### config.mk
export PLATFORM = sky130hd
export DESIGN_NAME = xorwow_random_with_modulo_top_flat
export DESIGN_NICKNAME = d
export VERILOG_FILES = /design/src/design/xrm_pkg.sv /design/src/design/xrm_cfg_if.sv /design/src/design/xrm_req_if.sv /design/src/design/xrm_rsp_if.sv /design/src/design/xorwow_random_with_modulo_top.sv /design/src/flat_wrapper.sv
export SDC_FILE = /design/constraint.sdc
export NUM_CORES = 1
export LEC_CHECK = 0
export BUFFER_PORTS_ARGS = -buffer_cell sky130_fd_sc_hd__buf_2
export CAP_MARGIN = 20
export CELL_PAD_IN_SITES_DETAIL_PLACEMENT = 0
export CELL_PAD_IN_SITES_GLOBAL_PLACEMENT = 2
export CORE_ASPECT_RATIO = 2
export CORE_MARGIN = 8
export CORE_UTILIZATION = 40
export CTS_CLUSTER_DIAMETER = 40
export DETAILED_ROUTE_END_ITERATION = 10
export PLACE_DENSITY = 0.78
export SLEW_MARGIN = 20
export SYNTH_ARGS = -nofsm -noshare
export SYNTH_HDL_FRONTEND = slang
export SYNTH_SLANG_ARGS = --single-unit
### constraint.sdc
create_clock -name clk -period 6.5 [get_ports clk]
set_input_delay 0.325 -clock clk [delete_from_list [all_inputs] [get_ports clk]]
set_output_delay 0.325 -clock clk [all_outputs]
set_load 0.03 [all_outputs]
### src/design/xrm_pkg.sv
// Package for the xorwow generator: widths, constants, state type, word update.
`default_nettype none

package xrm_pkg;

  localparam int DATA_W     = 32;
  localparam int WORD_COUNT = 5;
  localparam int CNT_W      = $clog2(DATA_W);

  localparam logic [DATA_W-1:0] DEFAULT_SEED = 32'd2147483629;
  localparam logic [DATA_W-1:0] WEYL_STEP    = 32'd362437;

  typedef enum logic [1:0] {
    ST_IDLE,
    ST_DIV,
    ST_FIN
  } state_t;

  // xorshift mix of the oldest word t with the newest word s
  function automatic logic [DATA_W-1:0] xs_mix(input logic [DATA_W-1:0] t,
                                                input logic [DATA_W-1:0] s);
    logic [DATA_W-1:0] a;
    logic [DATA_W-1:0] b;
    a = t ^ (t >> 2);
    b = a ^ (a << 1);
    return b ^ s ^ (s << 4);
  endfunction

endpackage

`default_nettype wire

### src/design/xrm_cfg_if.sv
// Seed write channel.
`default_nettype none

interface xrm_cfg_if;
  import xrm_pkg::*;

  logic              valid;
  logic              ready;
  logic [DATA_W-1:0] seed;

  modport source (output valid, output seed, input ready);
  modport sink   (input valid, input seed, output ready);
endinterface

`default_nettype wire

### src/design/xrm_req_if.sv
// Request channel: one item carries a bound.
`default_nettype none

interface xrm_req_if;
  import xrm_pkg::*;

  logic              valid;
  logic              ready;
  logic [DATA_W-1:0] bound;

  modport source (output valid, output bound, input ready);
  modport sink   (input valid, input bound, output ready);
endinterface

`default_nettype wire

### src/design/xrm_rsp_if.sv
// Result channel: one item carries a random value.
`default_nettype none

interface xrm_rsp_if;
  import xrm_pkg::*;

  logic              valid;
  logic              ready;
  logic [DATA_W-1:0] value;

  modport source (output valid, output value, input ready);
  modport sink   (input valid, input value, output ready);
endinterface

`default_nettype wire

### src/design/xorwow_random_with_modulo_top.sv
// With a nonzero bound the raw value is formed at accept, then the bit-serial loop runs
// 32 restoring remainder steps of one bit, then a finish state loads the result register;
// a zero bound goes straight to the finish state. One request in flight: no new request
// is taken until the finish state has loaded its result, which waits while an earlier
// result is not taken. The output register lets the next request start while a result
// waits. Reset (synchronous) loads the default seed; no clear pass.
`default_nettype none

module xorwow_random_with_modulo_top (
  input  wire logic clk,
  input  wire logic rst,
  xrm_cfg_if.sink   cfg,
  xrm_req_if.sink   req,
  xrm_rsp_if.source rsp
);
  import xrm_pkg::*;

  // Generator state; weyl holds the counter value of the next request
  logic [DATA_W-1:0] words [WORD_COUNT];
  logic [DATA_W-1:0] weyl;

  // Remainder datapath
  logic [DATA_W-1:0] bnd;
  logic [DATA_W-1:0] dvd;
  logic [DATA_W-1:0] rem;
  logic [CNT_W-1:0]  cnt;

  // Result register
  logic              out_valid;
  logic [DATA_W-1:0] out_value;

  state_t state, state_next;

  logic              req_take;
  logic              cfg_take;
  logic              rsp_load;
  logic [DATA_W-1:0] mixed;
  logic [DATA_W-1:0] raw;
  logic [DATA_W-1:0] seed_base;
  logic [DATA_W:0]   part;
  logic [DATA_W+1:0] diff;
  logic [DATA_W-1:0] rem_next;
  logic              last_step;

  // Handshakes
  assign req_take  = req.valid && req.ready;
  assign cfg_take  = cfg.valid && cfg.ready;
  assign last_step = (cnt == CNT_W'(DATA_W - 1));

  // Word update and raw value
  assign mixed     = xs_mix(words[WORD_COUNT-1], words[0]);
  assign raw       = mixed + weyl;
  assign seed_base = (cfg.seed == '0) ? DEFAULT_SEED : cfg.seed;

  // One restoring remainder step: bring in the next dividend bit
  assign part = {rem, dvd[DATA_W-1]};
  assign diff = {1'b0, part} - {2'b00, bnd};
  always_comb begin
    if (diff[DATA_W+1]) begin
      rem_next = part[DATA_W-1:0];
    end else begin
      rem_next = diff[DATA_W-1:0];
    end
  end

  // Next state
  always_comb begin
    state_next = state;
    unique case (state)
      ST_IDLE: begin
        if (req_take) begin
          state_next = (req.bound == '0) ? ST_FIN : ST_DIV;
        end
      end
      ST_DIV: begin
        if (last_step) begin
          state_next = ST_FIN;
        end
      end
      ST_FIN: begin
        if (rsp_load) begin
          state_next = ST_IDLE;
        end
      end
      default: state_next = ST_IDLE;
    endcase
  end

  // Control outputs
  always_comb begin
    req.ready = 1'b0;
    rsp_load  = 1'b0;
    unique case (state)
      ST_IDLE: req.ready = 1'b1;
      ST_DIV:  ;
      ST_FIN:  rsp_load = !out_valid || rsp.ready;
      default: ;
    endcase
  end

  assign cfg.ready = 1'b1;
  assign rsp.valid = out_valid;
  assign rsp.value = out_value;

  // State register
  always_ff @(posedge clk) begin
    if (rst) begin
      state <= ST_IDLE;
    end else begin
      state <= state_next;
    end
  end

  // Generator words and counter: load on reset or seed write, advance on request
  always_ff @(posedge clk) begin
    if (rst) begin
      for (int i = 0; i < WORD_COUNT; i++) begin
        words[i] <= DEFAULT_SEED + DATA_W'(i);
      end
      weyl <= WEYL_STEP;
    end else if (cfg_take) begin
      for (int i = 0; i < WORD_COUNT; i++) begin
        words[i] <= seed_base + DATA_W'(i);
      end
      weyl <= WEYL_STEP;
    end else if (req_take) begin
      for (int i = 1; i < WORD_COUNT; i++) begin
        words[i] <= words[i-1];
      end
      words[0] <= mixed;
      weyl     <= weyl + WEYL_STEP;
    end
  end

  // Remainder shift registers
  always_ff @(posedge clk) begin
    if (req_take) begin
      bnd <= req.bound;
      dvd <= raw;
      rem <= '0;
      cnt <= '0;
    end else if (state == ST_DIV) begin
      dvd <= dvd << 1;
      rem <= rem_next;
      cnt <= cnt + 1'b1;
    end
  end

  // Result register
  always_ff @(posedge clk) begin
    if (rst) begin
      out_valid <= 1'b0;
    end else if (rsp_load) begin
      out_valid <= 1'b1;
    end else if (rsp.ready) begin
      out_valid <= 1'b0;
    end
  end

  always_ff @(posedge clk) begin
    if (rsp_load) begin
      out_value <= (bnd == '0) ? dvd : rem;
    end
  end

endmodule

`default_nettype wire

### src/flat_wrapper.sv
// flat-port wrapper written by rule: the top's interface ports become plain ports
module xorwow_random_with_modulo_top_flat import xrm_pkg::*;
  (clk, rst, cfg_valid, cfg_seed, cfg_ready, req_valid, req_bound, req_ready, rsp_valid, rsp_value, rsp_ready);
  xrm_cfg_if cfg_i ();
  xrm_req_if req_i ();
  xrm_rsp_if rsp_i ();
  input  wire logic clk;
  input  wire logic rst;
  input wire logic [$bits(cfg_i.valid)-1:0] cfg_valid;
  input wire logic [$bits(cfg_i.seed)-1:0] cfg_seed;
  output wire logic [$bits(cfg_i.ready)-1:0] cfg_ready;
  input wire logic [$bits(req_i.valid)-1:0] req_valid;
  input wire logic [$bits(req_i.bound)-1:0] req_bound;
  output wire logic [$bits(req_i.ready)-1:0] req_ready;
  output wire logic [$bits(rsp_i.valid)-1:0] rsp_valid;
  output wire logic [$bits(rsp_i.value)-1:0] rsp_value;
  input wire logic [$bits(rsp_i.ready)-1:0] rsp_ready;
  assign cfg_i.valid = cfg_valid;
  assign cfg_i.seed = cfg_seed;
  assign cfg_ready = cfg_i.ready;
  assign req_i.valid = req_valid;
  assign req_i.bound = req_bound;
  assign req_ready = req_i.ready;
  assign rsp_valid = rsp_i.valid;
  assign rsp_value = rsp_i.value;
  assign rsp_i.ready = rsp_ready;
  xorwow_random_with_modulo_top u_core (.clk(clk), .rst(rst), .cfg(cfg_i), .req(req_i), .rsp(rsp_i));
endmodule
==> flow_metrics.tcl, run 1 <==
set metrics [dict create \
    synth_flop_cell "edfxtp_1" \
    drive_above_1_share_pct 11.2 \
    numCtsBuffers 44 \
    finalCritPeriodShare_pct 68.0 \
    fmax_mhz 226 \
    drv_cap 0 \
    hold_viol_final 0 \
    dr.pass1.iters 5 \
    clk_pin_slew_ps 60 \
    grt_start_max_net_pins 96 \
    grt.busiest_layer "met2" \
    ys.warnings.count 0 \
    rows 116 \
    max-clock-path-buffers 3 \
    place_hpwl_um 56700 \
    fin_cells 2892 \
    tns_ps 0 \
    num_io_pins 104 \
    finalPower_mw 6.55 \
    core_sq_mm 0.0498 \
    die-width_um 174 \
    crit_chain "xnor2_1 > xnor2_1 > xnor2_1 > ha_1 > a2111oi_0 > o21ai_0 > a221o_1 > or3_1 > o21ai_1 > o21bai_1 > a21oi_1 > xnor2_1 > mux2_2" \
    use_met3_pct 3.32 \
    rsz0062_at_grt "false" \
    cts_resized 0 \
    setup_viol 0 \
    worst-endpoint-arrival_ps 4720 \
    min_path_type "input pin to flop" \
    dp_cells 2780 \
    cpPeakStageDelay_ps 560 \
    crit_top_cell "xnor2_1" \
    drtAntennaViolNets 0 \
    clkSinkCount 328 \
    grt_use_met2_pct 48.4 \
    grt_usage_pct 24.9 \
    yosysSeqAreaShare_pct 45.6 \
    worst_slew_pin_slew_ps 1170 \
    grt_pass1_vias 17500 \
    syn-instance-count 2109 \
    synth-edff-count 256 \
    mappedNetlistArea_sq_mm 0.0200 \
    viasPerCell 5.77 \
    grt_pass1_wl_um 108000 \
    skew_ps 25.1 \
    place.gp.congestion 0.932 \
    ctsRootBufferMaster "clkbuf_16" \
    area_delta_synth_final_pct 14.5 \
    crit_type "flop to flop" \
    overflow 0 \
    drc_errors 0 \
    wire_per_inst_um 25.4 \
    async_flop_share_pct 0 \
    dp_slack_ps 1990 \
    finalWirelength_um 73400 \
    path_max_fanout 4 \
    die_y_um 332 \
    synth_cell_types 74 \
    vdd_drop_max_uv 217 \
    synth_nets 2254 \
    hold_depth 3 \
    start_util_pct 40.2 \
    relSlewSlack_pct 21.2 \
    vias 16700 \
    ys_seq_elements 328 \
    drt_iter0_markers 1223 \
    cts_tree "yes" \
    grt_antenna_before_repair 3 \
    cp-end-kind "flop" \
    grt_util_met1_pct 21.8 \
    maxSlewViolCount 0 \
    start_kind "flop" \
    numPortBuffers 102 \
    nNetsFinal 2354 \
    fin_crit_ps 4420 \
    cp.required_ps 6800 \
    status "finished, final reports clean" \
    p_leak_nw 8.17 \
    power_density_mw_per_mm2 286 \
    die_area_sq_mm 0.0579 \
    syn_avg_cell_area_sq_um 9.49 \
    cpMaxStageDelayCell "a2111oi_0" \
    post-route-util_pct 46.0 \
    r2r_cells 13 \
    worstSkewPairLatency_ps 570 \
    htreeDepth 2 \
    layout_setup_ws_ps 2080 \
]
[layer usage]
metal	wire (um)	vias to the layer above
met4	7000	2
met5	15	-
met1	23100	8063
met2	40400	542
li1	-	7857
met3	2910	236
[registers in the layout (all words and copies together), names as in the netlist]
name,flops
u_core.bnd,32
u_core.cnt,5
u_core.dvd,32
u_core.rem,32
u_core.rsp.valid,1
u_core.rsp.value,32
u_core.state,2
u_core.weyl,32
u_core.words,160
[area by class of cell]
type                    instances  area, sq um
clock inverters                30          260
clock buffers                  49         1160
inverters                      62          233
repair buffers                158         1040
diodes                          1         2.50
flip-flops and latches        328         9130
well taps                     649          812
multi-input cells            1615        10300
fillers                      4836        26900
[where the power goes]
part	internal, mW	total [mW]	switching [mW]
sequential	2.49	2.64	0.145
combinational	0.537	1.50	0.964
clock	1.39	2.41	1.02
total	4.42	6.55	2.13
[Yosys cell counts (all sizes together), types with 25 or more instances]
cell    count  area, sq um
a21o       31          233
a21oi     205         1040
and3       25          156
clkbuf     87          327
dfxtp      72         1440
edfxtp    256         7690
ha         74          926
inv        61          229
mux2       31          349
nand2     189          709
nand3      45          230
nor2      244          916
nor4       26          163
o21ai     167          840
o22a       37          324
xnor2     180         1580
xor2       77          674
[worst paths after layout]
kind / slack [ps] / to / from
max: 2080 / u_core.dvd[22]$_DFFE_PP_ / u_core.words[4][15]$_DFFE_PP_
min: 60 / u_core.state[1]$_SDFFE_PP0P_ / req_valid
max reg2reg: 2080 / u_core.dvd[22]$_DFFE_PP_ / u_core.words[4][15]$_DFFE_PP_
min reg2reg: 470 / u_core.cnt[4]$_SDFFE_PP0P_ / u_core.cnt[4]$_SDFFE_PP0P_
[logic make-up (layout without fill, tap and decap cells)]
logic type | count (synthesis) | count (layout) | synth area share, %
buffers and inverters | 166 | 299 | 3.27
XOR/XNOR | 257 | 257 | 11.2
flip-flops | 328 | 328 | 45.6
multiplexers | 45 | 45 | 2.44
AO/OA/AOI/OAI | 593 | 593 | 18.1
adder cells (fa/ha/maj) | 76 | 76 | 4.83
other | 1 | 2 | 0.0187
AND/OR/NAND/NOR | 643 | 643 | 14.4
[timing repair]
action                                  in CTS  in global routing
endpoints found under the hold margin       32                  0
buffers inserted                             0                  0
hold buffers                                32                  0
endpoints found under the setup margin       0                  0
[layout by cell type, fill, tap and decap left out, drive strengths merged, types with 10 or more instances in the layout]
master,instances
edfxtp,256
nor2,244
a21oi,205
nand2,189
xnor2,180
o21ai,167
buf,126
xor2,77
ha,74
inv,74
dfxtp,72
clkbuf,49
nand3,45
o22a,37
dlygate4sd3,32
mux2,31
a21o,31
nor4,26
and3,25
nand2b,24
nor3,24
a31oi,23
nand4,17
o21bai,15
mux2i,14
clkinv,14
o22ai,13
a211oi,12
nor2b,11
o21a,10
and2,10
[through the flow]
step,hold WS (ps),area [sq um]
floorplan,394,20000
global placement,451,21200
detailed placement,460,21200
CTS,26.0,22900
global route,53.1,22900
finish,59.8,22900
[critical path, delay by kind of cell (launching register included)]
kind	cells	cell delay, ps
xor gates and xnor gates	4	990
and+or+nand+nor	1	340
adders and majority gates	1	350
AOI/OAI and AO/OA	6	1810
muxes	1	260
DFF	1	420
Power figures use the tool's default switching activity.
==> run 2: changes to the inputs <==
Settings changed: ABC_AREA set to 1, CORE_UTILIZATION 40 to 38, PLACE_DENSITY 0.78 to 0.79.
Clock period 6.5 ns to 4.65 ns, I/O delays scaled along.
==> run 2 against run 1 <==
Via count grew 20%; register-to-register slack worse by 1500 ps; wire length increased by 12%; global-route usage down 0.57 points; maximum frequency rose by 8.2%; combinational power is 140% higher; largest power group unchanged; highest routed layer is now met4; clock-buffer cell count up 7.
==> flow_metrics.tcl, run 2 <==
set metrics [dict create \
    finalWirelength_um 82100 \
    grt_pass1_wl_um 124000 \
    final_cell_mix "731 x nand2_1, 312 x inv_1, 267 x nand3_1, 256 x edfxtp_1, 230 x o21ai_0" \
    skew_ps 24.8 \
    min_path_type "input pin to flop" \
    path_max_fanout 4 \
    wire_per_inst_um 21.7 \
    synthXorXnorAreaFrac_pct 6.17 \
    grt_start_max_net_pins 154 \
    multi_input_area_sq_mm 0.0114 \
    dp_slack_ps 698 \
    mostFrequentLayoutCell "nand2_1" \
    die_area_sq_mm 0.0667 \
    yosysSeqAreaShare_pct 41.2 \
    hold_viol_final 0 \
    status "finished, final reports clean" \
    fin_hold_ws_ps 105 \
    grt_usage_pct 24.3 \
    htreeDepth 2 \
    intPower_mw 7.10 \
    synth_cell_types 60 \
    place_hpwl_um 64700 \
    cp-end-kind "flop" \
    grt_antenna_before_repair 0 \
    p_leak_nw 10.4 \
    numPortBuffers 102 \
    power_density_mw_per_mm2 446 \
    worstSkewPairLatency_ps 600 \
    layout_setup_ws_ps 563 \
    vias 20000 \
    tns_ps 0 \
    yosysTopAreaCell "edfxtp_1" \
    worst_slew_pin_slew_ps 1110 \
    drive_above_1_share_pct 10.2 \
    core_sq_mm 0.0579 \
    antenna_cells 0 \
    dr.pass1.iters 6 \
    netlist.area_leader.share_pct 34.7 \
    ys_top_cells_by_count "732 x nand2_1, 315 x inv_1, 267 x nand3_1" \
    largest_register_ffs 160 \
    path_buf_inv 1 \
    viasPerCell 5.28 \
    fmax_mhz 245 \
    crit_top_cell "nand2_1" \
    post-route-util_pct 44.1 \
    drt_iter0_markers 1123 \
    cpPeakStageDelay_ps 610 \
    clkSinkCount 328 \
    num_io_pins 104 \
    yosys.area_share.simple_pct 27.4 \
    nNetsFinal 3126 \
    largest_register "u_core.words" \
    start_kind "flop" \
    final-seq-area_sq_mm 0.00913 \
    mappedNetlistArea_sq_mm 0.0221 \
    rsz0062_at_grt "false" \
    cpMaxStageDelayCell "o21ai_1" \
    fillers 5973 \
    maxSlewViolCount 0 \
    synth-edff-count 256 \
    yosysMostFrequentCell "nand2_1" \
    synth_top_family_by_area "simple AND/OR/NAND/NOR gates" \
    drc_errors 0 \
    path_delay_family "compound AO/OA/AOI/OAI gates" \
    area_delta_synth_final_pct 15.2 \
    ctsRootBufferMaster "clkbuf_16" \
    power_frac_seq_pct 34.2 \
    worst-endpoint-arrival_ps 4420 \
    drv_cap 0 \
    sw_frac_of_total_pct 37.6 \
    pwr-share-comb_pct 31.9 \
    die_y_um 357 \
    clock_power_share_pct 33.9 \
    p_switching_mw 4.27 \
    numCtsBuffers 49 \
    crit_type "flop to flop" \
    cp.required_ps 4980 \
    syn-instance-count 2852 \
    synthMuxAreaShare_pct 0 \
    ys.warnings.count 0 \
    synth_nets 2997 \
    drtAntennaViolNets 0 \
    synth-compound-area-share_pct 13.4 \
    synth.area.top_cells "edfxtp_1 35%, nand2_1 12%, dfxtp_1 6.5%" \
    cts_tree "yes" \
    place.gp.congestion 0.937 \
    grt_pass1_vias 20800 \
    crit_chain "xor2_1 > xor2_1 > xor2_1 > inv_1 > ha_1 > nand2_1 > o21ai_1 > a21oi_1 > o21ai_1 > nand2_1 > nand2_1 > nand2_1 > nand2_1 > nand2_1 > nand3_1 > nand2_1" \
    setup_viol 0 \
    die-width_um 187 \
    reg2reg_slack_ps 560 \
    finalCritPeriodShare_pct 87.9 \
    rows 125 \
    overflow 0 \
    start_util_pct 38.2 \
    max-clock-path-buffers 3 \
    syn_avg_cell_area_sq_um 7.76 \
    fin_crit_ps 4090 \
    ys_seq_elements 328 \
    synthAdderAreaFrac_pct 4.36 \
    synth_flop_cell "edfxtp_1" \
    async_flop_share_pct 0 \
    relSlewSlack_pct 26.2 \
    vdd_drop_max_uv 289 \
    clk_pin_slew_ps 60 \
    postCtsSetupRepairBufs 0 \
]
-- run 2: changes by cell type after synthesis, moves of 31 or more --
cell,delta
nand2_1,+543
o22a_1,-37
mux2_2,-31
clkbuf_1,-36
xnor2_1,-71
nand3_1,+223
inv_1,+254
a21oi_1,-83
o21ai_0,+98
-- run 2: path summary, 6_finish.rpt --
kind	from	to	cells after the start
max	u_core.words[4][4]$_DFFE_PP_	u_core.dvd[22]$_DFFE_PP_	16
max reg2reg	u_core.words[4][4]$_DFFE_PP_	u_core.dvd[22]$_DFFE_PP_	16
min reg2reg	u_core.cnt[3]$_SDFFE_PP0P_	u_core.cnt[3]$_SDFFE_PP0P_	2
min	cfg_seed[30]	u_core.words[0][30]$_DFFE_PP_	5
-- run 2: layout make-up --
cell class | instances | area share, %
clock inverter | 36 | 1.63
sequential | 328 | 35.8
clock buffer | 56 | 4.99
multi-input combinational | 2114 | 44.7
inverter | 328 | 4.87
tap | 762 | 3.74
timing repair buffer | 160 | 4.25
-- run 2: per-layer routing --
layer / routed length [um] / up-vias / global-route usage, %
met2: 45600 / 519 / 48.9
met1: 26600 / 9363 / 21.0
met5: 0 / - / 0
met3: 2570 / 248 / 2.88
met4: 7410 / 0 / 19.8
li1: - / 9859 / -
-- run 2: timing repair --
item	in CTS	in global routing
hold buffers	35	0
hold endpoints to repair	35	0
resized for setup	0	0
-- run 2: kinds of logic (layout without fill, tap and decap cells) --
family	after synthesis	after routing
and+or+nand+nor	1383	1383
buffers and inverters	410	580
DFF	328	328
other	1	1
adders and majority gates	76	76
AOI/OAI and AO/OA	498	498
xor gates and xnor gates	156	156
-- run 2: worst register-to-register path, cell delays in order, from the launching register on --
cell and delay (ps):
edfxtp_1 430, xor2_1 280, xor2_1 200, xor2_1 160, inv_1 100, ha_1 360, nand2_1 70, o21ai_1 610
a21oi_1 300, o21ai_1 580, nand2_1 110, nand2_1 270, nand2_1 120, nand2_1 70, nand2_1 50, nand3_1 70
nand2_1 60
-- run 2: metrics by stage --
stage,std cells,instance area (sq um),total power [mW]
after floorplan,2852,22100,6.34
after global placement,3656,23400,7.53
after detailed placement,3657,23500,7.56
after CTS,3784,25500,11.5
after global routing,3784,25500,12.0
final,3784,25500,11.4
-- run 2: power groups by stage --
stage | Sequential, mW | Clock (mW) | Combinational [mW]
after global placement | 3.94 | 0 | 3.60
after CTS | 3.89 | 3.95 | 3.65
after detailed placement | 3.95 | 0 | 3.61
after global routing | 3.93 | 4.05 | 4.02
final | 3.89 | 3.85 | 3.63
after floorplan | 3.91 | 0 | 2.43
